[src/rtl/core/hrfp_pkg.sv]
package hrfp_pkg;

  localparam int POSITION_BITS_DEFAULT = 16;

  localparam logic [7:0] CHAR_SPACE    = 8'h20;
  localparam logic [7:0] CHAR_QUESTION = 8'h3F;
  localparam logic [7:0] CHAR_CR       = 8'h0D;
  localparam logic [7:0] CHAR_LF       = 8'h0A;
  localparam logic [7:0] CHAR_COLON    = 8'h3A;

  localparam int MIN_METHOD_LEN = 2;

  localparam logic [2:0] KIND_METHOD  = 3'd0;
  localparam logic [2:0] KIND_URI     = 3'd1;
  localparam logic [2:0] KIND_QUERY   = 3'd2;
  localparam logic [2:0] KIND_VERSION = 3'd3;
  localparam logic [2:0] KIND_KEY     = 3'd4;
  localparam logic [2:0] KIND_VALUE   = 3'd5;

  localparam logic [1:0] VERDICT_PARSING = 2'd0;
  localparam logic [1:0] VERDICT_DONE    = 2'd1;
  localparam logic [1:0] VERDICT_ERROR   = 2'd2;

  typedef enum logic [10:0] {
    S_METHOD   = 11'b000_0000_0001,
    S_URI      = 11'b000_0000_0010,
    S_QUERY    = 11'b000_0000_0100,
    S_VERSION  = 11'b000_0000_1000,
    S_LF       = 11'b000_0001_0000,
    S_CONTINUE = 11'b000_0010_0000,
    S_FINALIZE = 11'b000_0100_0000,
    S_KEY      = 11'b000_1000_0000,
    S_VALUE    = 11'b001_0000_0000,
    S_HEND     = 11'b010_0000_0000,
    S_ERROR    = 11'b100_0000_0000
  } parse_state_t;

  typedef struct packed {
    logic [7:0] data_byte;
    logic       last_byte;
    logic       start_request;
  } hrfp_in_t;

  typedef struct packed {
    logic        field_valid;
    logic [2:0]  field_kind;
    logic [15:0] field_start;
    logic [15:0] field_end;
    logic [1:0]  verdict;
  } hrfp_out_t;

endpackage

[src/rtl/core/hrfp_step.sv]
module hrfp_step
  import hrfp_pkg::*;
#(
  parameter int POSITION_BITS = POSITION_BITS_DEFAULT
) (
  input  hrfp_in_t                 beat,
  input  parse_state_t             parse_state,
  input  logic [POSITION_BITS-1:0] byte_position,
  input  logic [POSITION_BITS-1:0] field_open,
  output parse_state_t             parse_state_next,
  output logic [POSITION_BITS-1:0] byte_position_next,
  output logic [POSITION_BITS-1:0] field_open_next,
  output hrfp_out_t                result
);

  localparam int CW = (POSITION_BITS > 16) ? POSITION_BITS : 16;
  localparam logic [POSITION_BITS-1:0] POS_MAX = '1;

  parse_state_t             st;
  logic [POSITION_BITS-1:0] pos;
  logic [POSITION_BITS-1:0] cfs;
  logic [POSITION_BITS-1:0] pos_inc;
  logic [POSITION_BITS-1:0] diff;
  logic                     len_ge1;
  logic                     len_ge2;
  logic [7:0]               c;
  logic                     rep_valid;
  logic [2:0]               rep_kind;
  logic [POSITION_BITS-1:0] rep_start;
  logic [CW-1:0]            ext_start;
  logic [CW-1:0]            ext_end;

  assign st      = beat.start_request ? S_METHOD : parse_state;
  assign pos     = beat.start_request ? '0 : byte_position;
  assign cfs     = beat.start_request ? '0 : field_open;
  assign c       = beat.data_byte;
  assign pos_inc = (pos == POS_MAX) ? pos : pos + 1'b1;
  assign diff    = pos - cfs;
  assign len_ge1 = pos > cfs;
  assign len_ge2 = len_ge1 && (diff >= POSITION_BITS'(MIN_METHOD_LEN));

  always_comb begin
    parse_state_next = st;
    field_open_next  = cfs;
    rep_valid        = 1'b0;
    rep_kind         = KIND_METHOD;
    rep_start        = cfs;
    unique case (st)
      S_METHOD: begin
        if (c == CHAR_SPACE) begin
          rep_valid = 1'b1;
          rep_kind  = KIND_METHOD;
          if (!len_ge2) begin
            parse_state_next = S_ERROR;
          end else begin
            parse_state_next = S_URI;
            field_open_next  = pos_inc;
          end
        end
      end
      S_URI: begin
        if (c == CHAR_SPACE) begin
          rep_valid = 1'b1;
          rep_kind  = KIND_URI;
          if (!len_ge1) begin
            parse_state_next = S_ERROR;
          end else begin
            parse_state_next = S_VERSION;
            field_open_next  = pos_inc;
          end
        end else if (c == CHAR_QUESTION) begin
          parse_state_next = S_QUERY;
          field_open_next  = pos_inc;
        end
      end
      S_QUERY: begin
        if (c == CHAR_SPACE) begin
          rep_valid        = 1'b1;
          rep_kind         = KIND_QUERY;
          parse_state_next = S_VERSION;
          field_open_next  = pos_inc;
        end
      end
      S_VERSION: begin
        if (c == CHAR_CR) begin
          rep_valid        = 1'b1;
          rep_kind         = KIND_VERSION;
          parse_state_next = S_LF;
        end
      end
      S_LF: begin
        parse_state_next = (c == CHAR_LF) ? S_CONTINUE : S_ERROR;
      end
      S_CONTINUE: begin
        if (c == CHAR_CR) begin
          parse_state_next = S_FINALIZE;
        end else if (c == CHAR_COLON) begin
          rep_valid        = 1'b1;
          rep_kind         = KIND_KEY;
          rep_start        = pos;
          parse_state_next = S_ERROR;
          field_open_next  = pos;
        end else begin
          parse_state_next = S_KEY;
          field_open_next  = pos;
        end
      end
      S_FINALIZE: begin
        if (c == CHAR_LF) begin
          parse_state_next = S_KEY;
          field_open_next  = pos_inc;
        end else begin
          parse_state_next = S_ERROR;
        end
      end
      S_KEY: begin
        if (c == CHAR_COLON) begin
          rep_valid = 1'b1;
          rep_kind  = KIND_KEY;
          if (!len_ge1) begin
            parse_state_next = S_ERROR;
          end else begin
            parse_state_next = S_VALUE;
            field_open_next  = pos_inc;
          end
        end
      end
      S_VALUE: begin
        if (c == CHAR_SPACE) begin
          field_open_next = pos_inc;
        end else if (c == CHAR_CR) begin
          rep_valid        = 1'b1;
          rep_kind         = KIND_VALUE;
          rep_start        = pos;
          parse_state_next = S_HEND;
          field_open_next  = pos;
        end else if (c == CHAR_LF) begin
          parse_state_next = S_KEY;
          field_open_next  = pos_inc;
        end else begin
          parse_state_next = S_HEND;
          field_open_next  = pos;
        end
      end
      S_HEND: begin
        if (c == CHAR_CR) begin
          rep_valid = 1'b1;
          rep_kind  = KIND_VALUE;
        end else if (c == CHAR_LF) begin
          parse_state_next = S_KEY;
          field_open_next  = pos_inc;
        end
      end
      default: begin
        parse_state_next = S_ERROR;
      end
    endcase
  end

  assign byte_position_next = pos_inc;

  assign ext_start = CW'(rep_start);
  assign ext_end   = CW'(pos);

  always_comb begin
    result.field_valid = rep_valid;
    result.field_kind  = rep_valid ? rep_kind : KIND_METHOD;
    result.field_start = '0;
    result.field_end   = '0;
    if (rep_valid) begin
      result.field_start = (ext_start > CW'(16'hFFFF)) ? 16'hFFFF : ext_start[15:0];
      result.field_end   = (ext_end > CW'(16'hFFFF)) ? 16'hFFFF : ext_end[15:0];
    end
    priority if (parse_state_next == S_ERROR) begin
      result.verdict = VERDICT_ERROR;
    end else if (beat.last_byte) begin
      result.verdict = (parse_state_next == S_KEY) ? VERDICT_DONE : VERDICT_ERROR;
    end else begin
      result.verdict = VERDICT_PARSING;
    end
  end

endmodule

[src/rtl/core/http_request_field_parser.sv]
// channel  | handshake             | payload
// ---------+-----------------------+---------------------------------
// src      | src_valid / src_ready | src_beat : hrfp_in_t (one byte)
// res      | res_valid / res_ready | res_beat : hrfp_out_t (one result)
//
// One byte per cycle with res_ready high; res_valid rises as a byte leaves stage.
// Parse state and positions update when a byte moves from the input register
// into the result register, through one pass of compare and increment logic.
// rst clears both registers' valid flags and returns the parse to the method field.
// A held result stalls the input register; src_ready drops only when both are full.
module http_request_field_parser
  import hrfp_pkg::*;
#(
  parameter int POSITION_BITS = POSITION_BITS_DEFAULT
) (
  input  logic      clk,
  input  logic      rst,
  input  logic      src_valid,
  output logic      src_ready,
  input  hrfp_in_t  src_beat,
  output logic      res_valid,
  input  logic      res_ready,
  output hrfp_out_t res_beat
);

  logic                     stage_valid;
  hrfp_in_t                 stage;
  logic                     advance;
  parse_state_t             parse_state;
  parse_state_t             parse_state_next;
  logic [POSITION_BITS-1:0] byte_position;
  logic [POSITION_BITS-1:0] byte_position_next;
  logic [POSITION_BITS-1:0] field_open;
  logic [POSITION_BITS-1:0] field_open_next;
  hrfp_out_t                step_result;

  assign advance   = !res_valid || res_ready;
  assign src_ready = !stage_valid || advance;

  hrfp_step #(
    .POSITION_BITS(POSITION_BITS)
  ) u_step (
    .beat               (stage),
    .parse_state        (parse_state),
    .byte_position      (byte_position),
    .field_open         (field_open),
    .parse_state_next   (parse_state_next),
    .byte_position_next (byte_position_next),
    .field_open_next    (field_open_next),
    .result             (step_result)
  );

  always_ff @(posedge clk) begin
    if (rst) begin
      stage_valid   <= 1'b0;
      res_valid     <= 1'b0;
      parse_state   <= S_METHOD;
      byte_position <= '0;
      field_open    <= '0;
    end else begin
      if (src_ready) begin
        stage_valid <= src_valid;
      end
      if (advance) begin
        res_valid <= stage_valid;
      end
      if (advance && stage_valid) begin
        parse_state   <= parse_state_next;
        byte_position <= byte_position_next;
        field_open    <= field_open_next;
      end
    end
  end

  always_ff @(posedge clk) begin
    if (src_valid && src_ready) begin
      stage <= src_beat;
    end
    if (advance && stage_valid) begin
      res_beat <= step_result;
    end
  end

  a_kind_range: assert property (@(posedge clk) disable iff (rst)
    (res_valid && res_beat.field_valid) |-> (res_beat.field_kind <= KIND_VALUE))
    else $error("field kind out of range");

  a_idle_fields_zero: assert property (@(posedge clk) disable iff (rst)
    (res_valid && !res_beat.field_valid) |->
      (res_beat.field_kind == KIND_METHOD && res_beat.field_start == '0 &&
       res_beat.field_end == '0))
    else $error("fields not cleared without a located field");

  a_verdict_code: assert property (@(posedge clk) disable iff (rst)
    res_valid |-> (res_beat.verdict <= VERDICT_ERROR))
    else $error("undefined verdict code");

  a_position_moves: assert property (@(posedge clk) disable iff (rst)
    (advance && stage_valid) |=> (byte_position != '0))
    else $error("byte position did not advance");

  a_ready_when_empty: assert property (@(posedge clk) disable iff (rst)
    !stage_valid |-> src_ready)
    else $error("input stalled with empty input register");

endmodule

[config.mk]
export PLATFORM = sky130hd
export DESIGN_NAME = http_request_field_parser
export DESIGN_NICKNAME = d
export VERILOG_FILES = /design/src/rtl/core/hrfp_pkg.sv /design/src/rtl/core/hrfp_step.sv /design/src/rtl/core/http_request_field_parser.sv
export SDC_FILE = /design/constraint.sdc
export NUM_CORES = 1
export LEC_CHECK = 0
export ABC_AREA = 0
export BUFFER_PORTS_ARGS = -buffer_cell sky130_fd_sc_hd__buf_2
export CORE_MARGIN = 2
export CORE_UTILIZATION = 25
export CTS_BUF_LIST = sky130_fd_sc_hd__clkbuf_8
export DETAILED_ROUTE_END_ITERATION = 16
export PLACE_DENSITY_LB_ADDON = 0.05
export SLEW_MARGIN = 25
export SYNTH_ARGS = -nofsm -noshare
export SYNTH_HDL_FRONTEND = slang
export SYNTH_SLANG_ARGS = --single-unit
[constraint.sdc]
create_clock -name clk -period 9.2 [get_ports clk]
set_clock_uncertainty 0.15 [all_clocks]
set_input_delay 1.84 -clock clk [delete_from_list [all_inputs] [get_ports clk]]
set_output_delay 1.84 -clock clk [all_outputs]
set_load 0.005 [all_outputs]
* Word-level counts from Yosys, hierarchy flattened *
Index checks and enable logic that the tools add are counted.

word-level totals
  word-level logic and storage cells = 109
  RAM bits = 0
  output and inout bits = 40
  memories kept = 0
  bits in registers = 93
  memory bits (read-only) = 0
  bits in latches = 0

cells by class
  divide/modulo/power cells = 0
  muxes and demuxes = 60
  bitwise logic cells = 1
  order comparisons = 4
  $add $sub $neg = 2
  equality and inequality tests = 18
  reductions and logical operators = 10
  shift-type cells = 0
  multipliers = 0

operator list
  operator               count
  $mux 16                22
  $mux 11                18
  $pmux 16 s8            1
  $pmux 11 s10           1
  $gt 16x16->1 const B   2
  $pmux 16 s2            1
  $eq 8x6->1 const B     3
  $eq 11x8->1 const B    2
  $pmux 3 s7             1
  $add 16x1->16 const B  1
  $eq 16x16->1 const B   1
  $eq 8x4->1 const B     2
  $ge 16x2->1 const B    1
  $gt 16x16->1           1
  $sub 16x16->16         1
  $mux 3                 4
  $eq 11x1->1 const B    1
  $eq 11x10->1 const B   1
  $eq 11x11->1 const B   1
  $eq 11x2->1 const B    1
  $eq 11x3->1 const B    1
  $eq 11x4->1 const B    1
  $eq 11x5->1 const B    1
  $eq 11x6->1 const B    1
  12 further kinds       25

* Depth between registers and ports, before layout *
  depth in word-level cells = 10
  gate-level depth with buffers = 22

* Hierarchy *
Synthesis repeated with hierarchy kept, for this count alone.

unflattened totals
  cell total of the unflattened synthesis = 1014
  area total of the unflattened synthesis = 8001.4 µm²

modules (own cells, without submodules)
  module                     seq. area each (µm²)  area each (µm²)  cells each  times used
  hrfp_step                  0.0                   4555.6           770         1
  http_request_field_parser  2342.2                3445.8           244         1

* Least setup slack after synthesis *
Ideal clock, no wire load.

  path kind = reg-to-reg
  start point = reg stage[0] (netlist bit)
  end point = reg field_open[3]
  path slack = 4.241 ns
  arrival time = 4.687 ns
  cell stages (with the launch flop) = 20
  period minus slack after synthesis = 4.959 ns
  cell sequence = edfxtp_1 > buf_2 > buf_2 > buf_1 > clkbuf_1 > clkbuf_1 > nor2b_1 > ha_1 > inv_1 > fa_1 > or2_2 > a31oi_1 > or4b_1 > a31oi_1 > or3_1 > a211oi_1 > nand4_4 > or2_1 > and3_1 > a221o_1

on the way
  cells in the longest elaborated chain, start to end = 7

RTL lines
  what                                          line                               text
  start, declared                               http_request_field_parser.sv:27    hrfp_in_t stage;
  start signal, assigned                        http_request_field_parser.sv:77    stage <= src_beat;
  $mux 16 (on tied branches)                    hrfp_step.sv:34, hrfp_step.sv:35
  $sub 16x16->16, or another cell as far along  hrfp_step.sv:38                    assign diff = pos - cfs;
  $ge 16x2->1 or $mux 16 (tied branches)        hrfp_step.sv:40, hrfp_step.sv:37
  $logic_and 1x1->1 or $mux 16 (tied branches)  hrfp_step.sv:40, hrfp_step.sv:137
  $mux 16 (on tied branches)                    hrfp_step.sv:53, hrfp_step.sv:131
  $mux 16 (on tied branches)                    hrfp_step.sv:50, hrfp_step.sv:129
  $pmux 16 s8 (*)                               hrfp_step.sv:48                    unique case (st)
  end signal, assigned                          http_request_field_parser.sv:70    field_open <= field_open_next;
  end, declared                                 http_request_field_parser.sv:33    logic [POSITION_BITS-1:0] field_open;

Mark *: on every way between the ends. The rest lies on a longest branch, timed or not.
A chain may end at the register's enable or synchronous reset.

* Worst setup path in the final report *
  start point = reg stage[0] (netlist bit)
  end point = reg res_beat[1] (netlist bit) (data pin)

on the way
  cells in the longest elaborated chain, start to end = 10

RTL lines
  what                        line                              text
  $mux 16 (on tied branches)  hrfp_step.sv:34, hrfp_step.sv:35
  $sub 16x16->16              hrfp_step.sv:38
  $ge 16x2->1                 hrfp_step.sv:40                   assign len_ge2 = len_ge1 && (diff >= POSITION_BITS'(MIN_METHOD_LEN));
  $logic_and 1x1->1           hrfp_step.sv:40
  $mux 11                     hrfp_step.sv:53                   if (!len_ge2) begin
  $mux 11                     hrfp_step.sv:50                   if (c == CHAR_SPACE) begin
  $pmux 11 s10 (*)            hrfp_step.sv:48
  $eq 11x8->1                 hrfp_step.sv:177                  result.verdict = (parse_state_next == S_KEY) ? VERDICT_DONE : VERDICT_ERROR;
  $mux 2                      hrfp_step.sv:177
  $mux 2                      hrfp_step.sv:176                  end else if (beat.last_byte) begin
  end signal, assigned        http_request_field_parser.sv:80   res_beat <= step_result;
  end, declared               http_request_field_parser.sv:23   output hrfp_out_t res_beat

Marks and branches as above.

==> out/qor.yml <==
insertedDiodeCount: 0
overflow: 0
io_buffers: 53
vias: 8356
wl_per_cell_um: 25.71
start_kind: "register"
cts_root_buffer: "clkbuf_8"
placed_cell_area_um2: 8406
crit_path_max_fanout: 52
ys_ff_latch: 93
path_cells: "buf_4 -> clkinv_1 -> buf_4 -> nand2_1 -> inv_1 -> ha_1 -> and3_1 -> or4b_1 -> nand4b_1 -> nand2_1 -> nor2_1 -> o21ai_1 -> a311oi_1 -> o21ai_0"
synth_edf_count: 48
syn-cell-area_um2: 7647
drc: 0
critPathSlowestCell: "nor2_1"
ir_worst_vdd_mv: 0.05095
firstDrtPassIters: 6
yosysUniqueCellTypes: 80
rsz0062_at_grt: "false"
syn_area_per_cell_um2: 7.564
cts_sinks: 93
numCtsBuffers: 9
io-pin-count: 54
grt_pass1_vias: 7801
area_growth_pct: 12.43
fin_crit_ns: 5.982
synth-seq-area-share_pct: 30.63
synth_area_leader_cell: "edfxtp_1"
setup-violations-final: 0
grt_pass1_wl_mm: 54.58
setup_tns_ns: 0
grt_start_max_net_pins: 55
final_nets: 1069
layout-drive-gt1-share_pct: 12.24
fin_area_um2: 8598
initial_utilization_pct: 25.20
max_cap_viol_count: 0
dpl.cell_count: 1426
worstHoldPathType: "reg2reg"
synth.most_common_cell: "nor2_1"
clk_path_buf_depth: 2
htree_levels: 3
die_area_um2: 32010
num_rows: 64
cp_data_required_time_ns: 9.19
slew_viol_final: 0
synth_commonest_cells: "nor2_1 (113), nand2_1 (112), a21oi_1 (105)"
fin_crit_sh_pct: 65.02
final_cells: 1442
netlist.area_leader.share_pct: 18.85
post_cts_buffers: 0
tightest_slew_ns: 1.127
cts-hold-fix-buffers: 0
worst_slack_ns: 3.218
p_leak_uw: 0.002950
pre_cts_slack_ns: 3.389
status: "complete, no violations"
fmax_ghz: 0.1672
path_clk_slew_ns: 0.11
cts_tree: "yes"
ys.flop_type: "edfxtp_1"
core_um2: 30350
criticalPathCategory: "reg2reg"
cpPeakStageDelay_ns: 0.68
relSlewSlack_pct: 24.57
track_usage_pct: 23.42
ys_warn_count: 0
async_reset_ff_share_pct: 0
gp_congestion: 0.9003
critical_path_buf_inv_count: 4
yosys-top-cells-area: "edfxtp_1 (19%), dfxtp_1 (12%), a21oi_1 (6.9%), nor2_1 (5.5%), nand2_1 (5.5%)"
drtIter0Drc: 1035
powerDensity_nw_per_um2: 115.3
post_cts_resized: 0
syn_inst: 1011
clkLatencyLatePin_ns: 0.41
critPathArrivalTime_ns: 5.97
die_x_um: 178.9
antenna_found_initial: 0
routed_wl_mm: 37.07
fp.dieH_um: 178.9
end_kind: "register"
ant_nets: 0
syn_nets: 1039
cp_top_family: "simple AND/OR/NAND/NOR gates"
dp_hpwl_mm: 27.01
vias_per_cell: 5.795
hold_viol: 0
[tightest hold or removal path, cell delays in order (launching register included)]
cell     delay [ns]
dfxtp_1        0.34
nand2_1        0.05
a21oi_1        0.05
[per-stage QoR]
stage / utilization, % / hold WS [ns] / power [µW]
floorplan: - / 0.2920 / 619.4
global placement: 27.70 / 0.3133 / 701.9
detailed placement: 27.70 / 0.3051 / 698.0
CTS: 28.33 / 0.3311 / 995.6
global route: 28.33 / 0.3658 / 1034
finish: 28.33 / 0.3316 / 991.0
[power breakdown]
part	total [µW]	switching, µW	internal (µW)
Sequential	465	14.7	450
Combinational	230	158	71.4
Clock	296	191	106
[state kept, by name, summed over array words and instances (netlist names)]
signal         flops
res_valid          1
stage             10
stage_valid        1
parse_state       11
field_open        16
res_beat          38
byte_position     16
[final timing paths]
| path | from | end | slack, ns | cells after the start |
|---|---|---|---|---|
| hold reg to reg | byte_position[8] | byte_position[8] | 0.33 | 2 |
| setup reg to reg | stage[0] | res_beat[1] | 3.22 | 14 |
| hold / removal | byte_position[8] | byte_position[8] | 0.33 | 2 |
| setup / recovery | stage[0] | res_beat[1] | 3.22 | 14 |
[routing by layer]
layer  up-vias  track usage (%)  part of all wire, %
met3        46            3.011                  7.7
li1       3852                -                    -
met2       431            36.39                   45
met5         -                0                    0
met4         0            6.504                  2.1
met1      4027            33.79                   46
[cell usage in the layout (no fill, tap or decap), types with 10 or more instances in the layout]
master / instances
o221ai_1: 11
o211ai_1: 15
nand3_1: 31
nor2b_1: 30
edfxtp_1: 48
a31oi_1: 12
dfxtp_1: 45
buf_4: 33
nand2_1: 112
a311oi_1: 10
nand2b_1: 12
a21oi_1: 105
nor4_1: 11
inv_1: 26
and3_1: 10
nor3_1: 22
mux2i_1: 13
buf_2: 53
nor2_1: 113
nand4_1: 11
and2_1: 12
o21ai_0: 77
xnor2_1: 20
ha_1: 13
a211oi_1: 25
[cell type report]
| type | instances | area, µm² |
|---|---|---|
| Tap cell | 396 | 495.5 |
| Clock buffer | 9 | 123.9 |
| Inverter | 28 | 106.4 |
| Fill cell | 3395 | 21750 |
| Sequential cell | 93 | 2342 |
| Multi-Input combinational cell | 823 | 4949 |
| Timing Repair Buffer | 86 | 513.0 |
| Clock inverter | 7 | 68.82 |
[cells by family (layout without fill, tap and decap cells)]
family / Yosys count / in the layout / synth area share, %
buf+inv: 95 / 130 / 4.876
simple gates: 419 / 419 / 27.75
mux: 13 / 13 / 1.702
xor+xnor: 30 / 30 / 3.534
compound gates: 347 / 347 / 29.12
flops: 93 / 93 / 30.63
fa+ha+maj: 14 / 14 / 2.389
No activity file was read; power rests on OpenSTA's default activity.
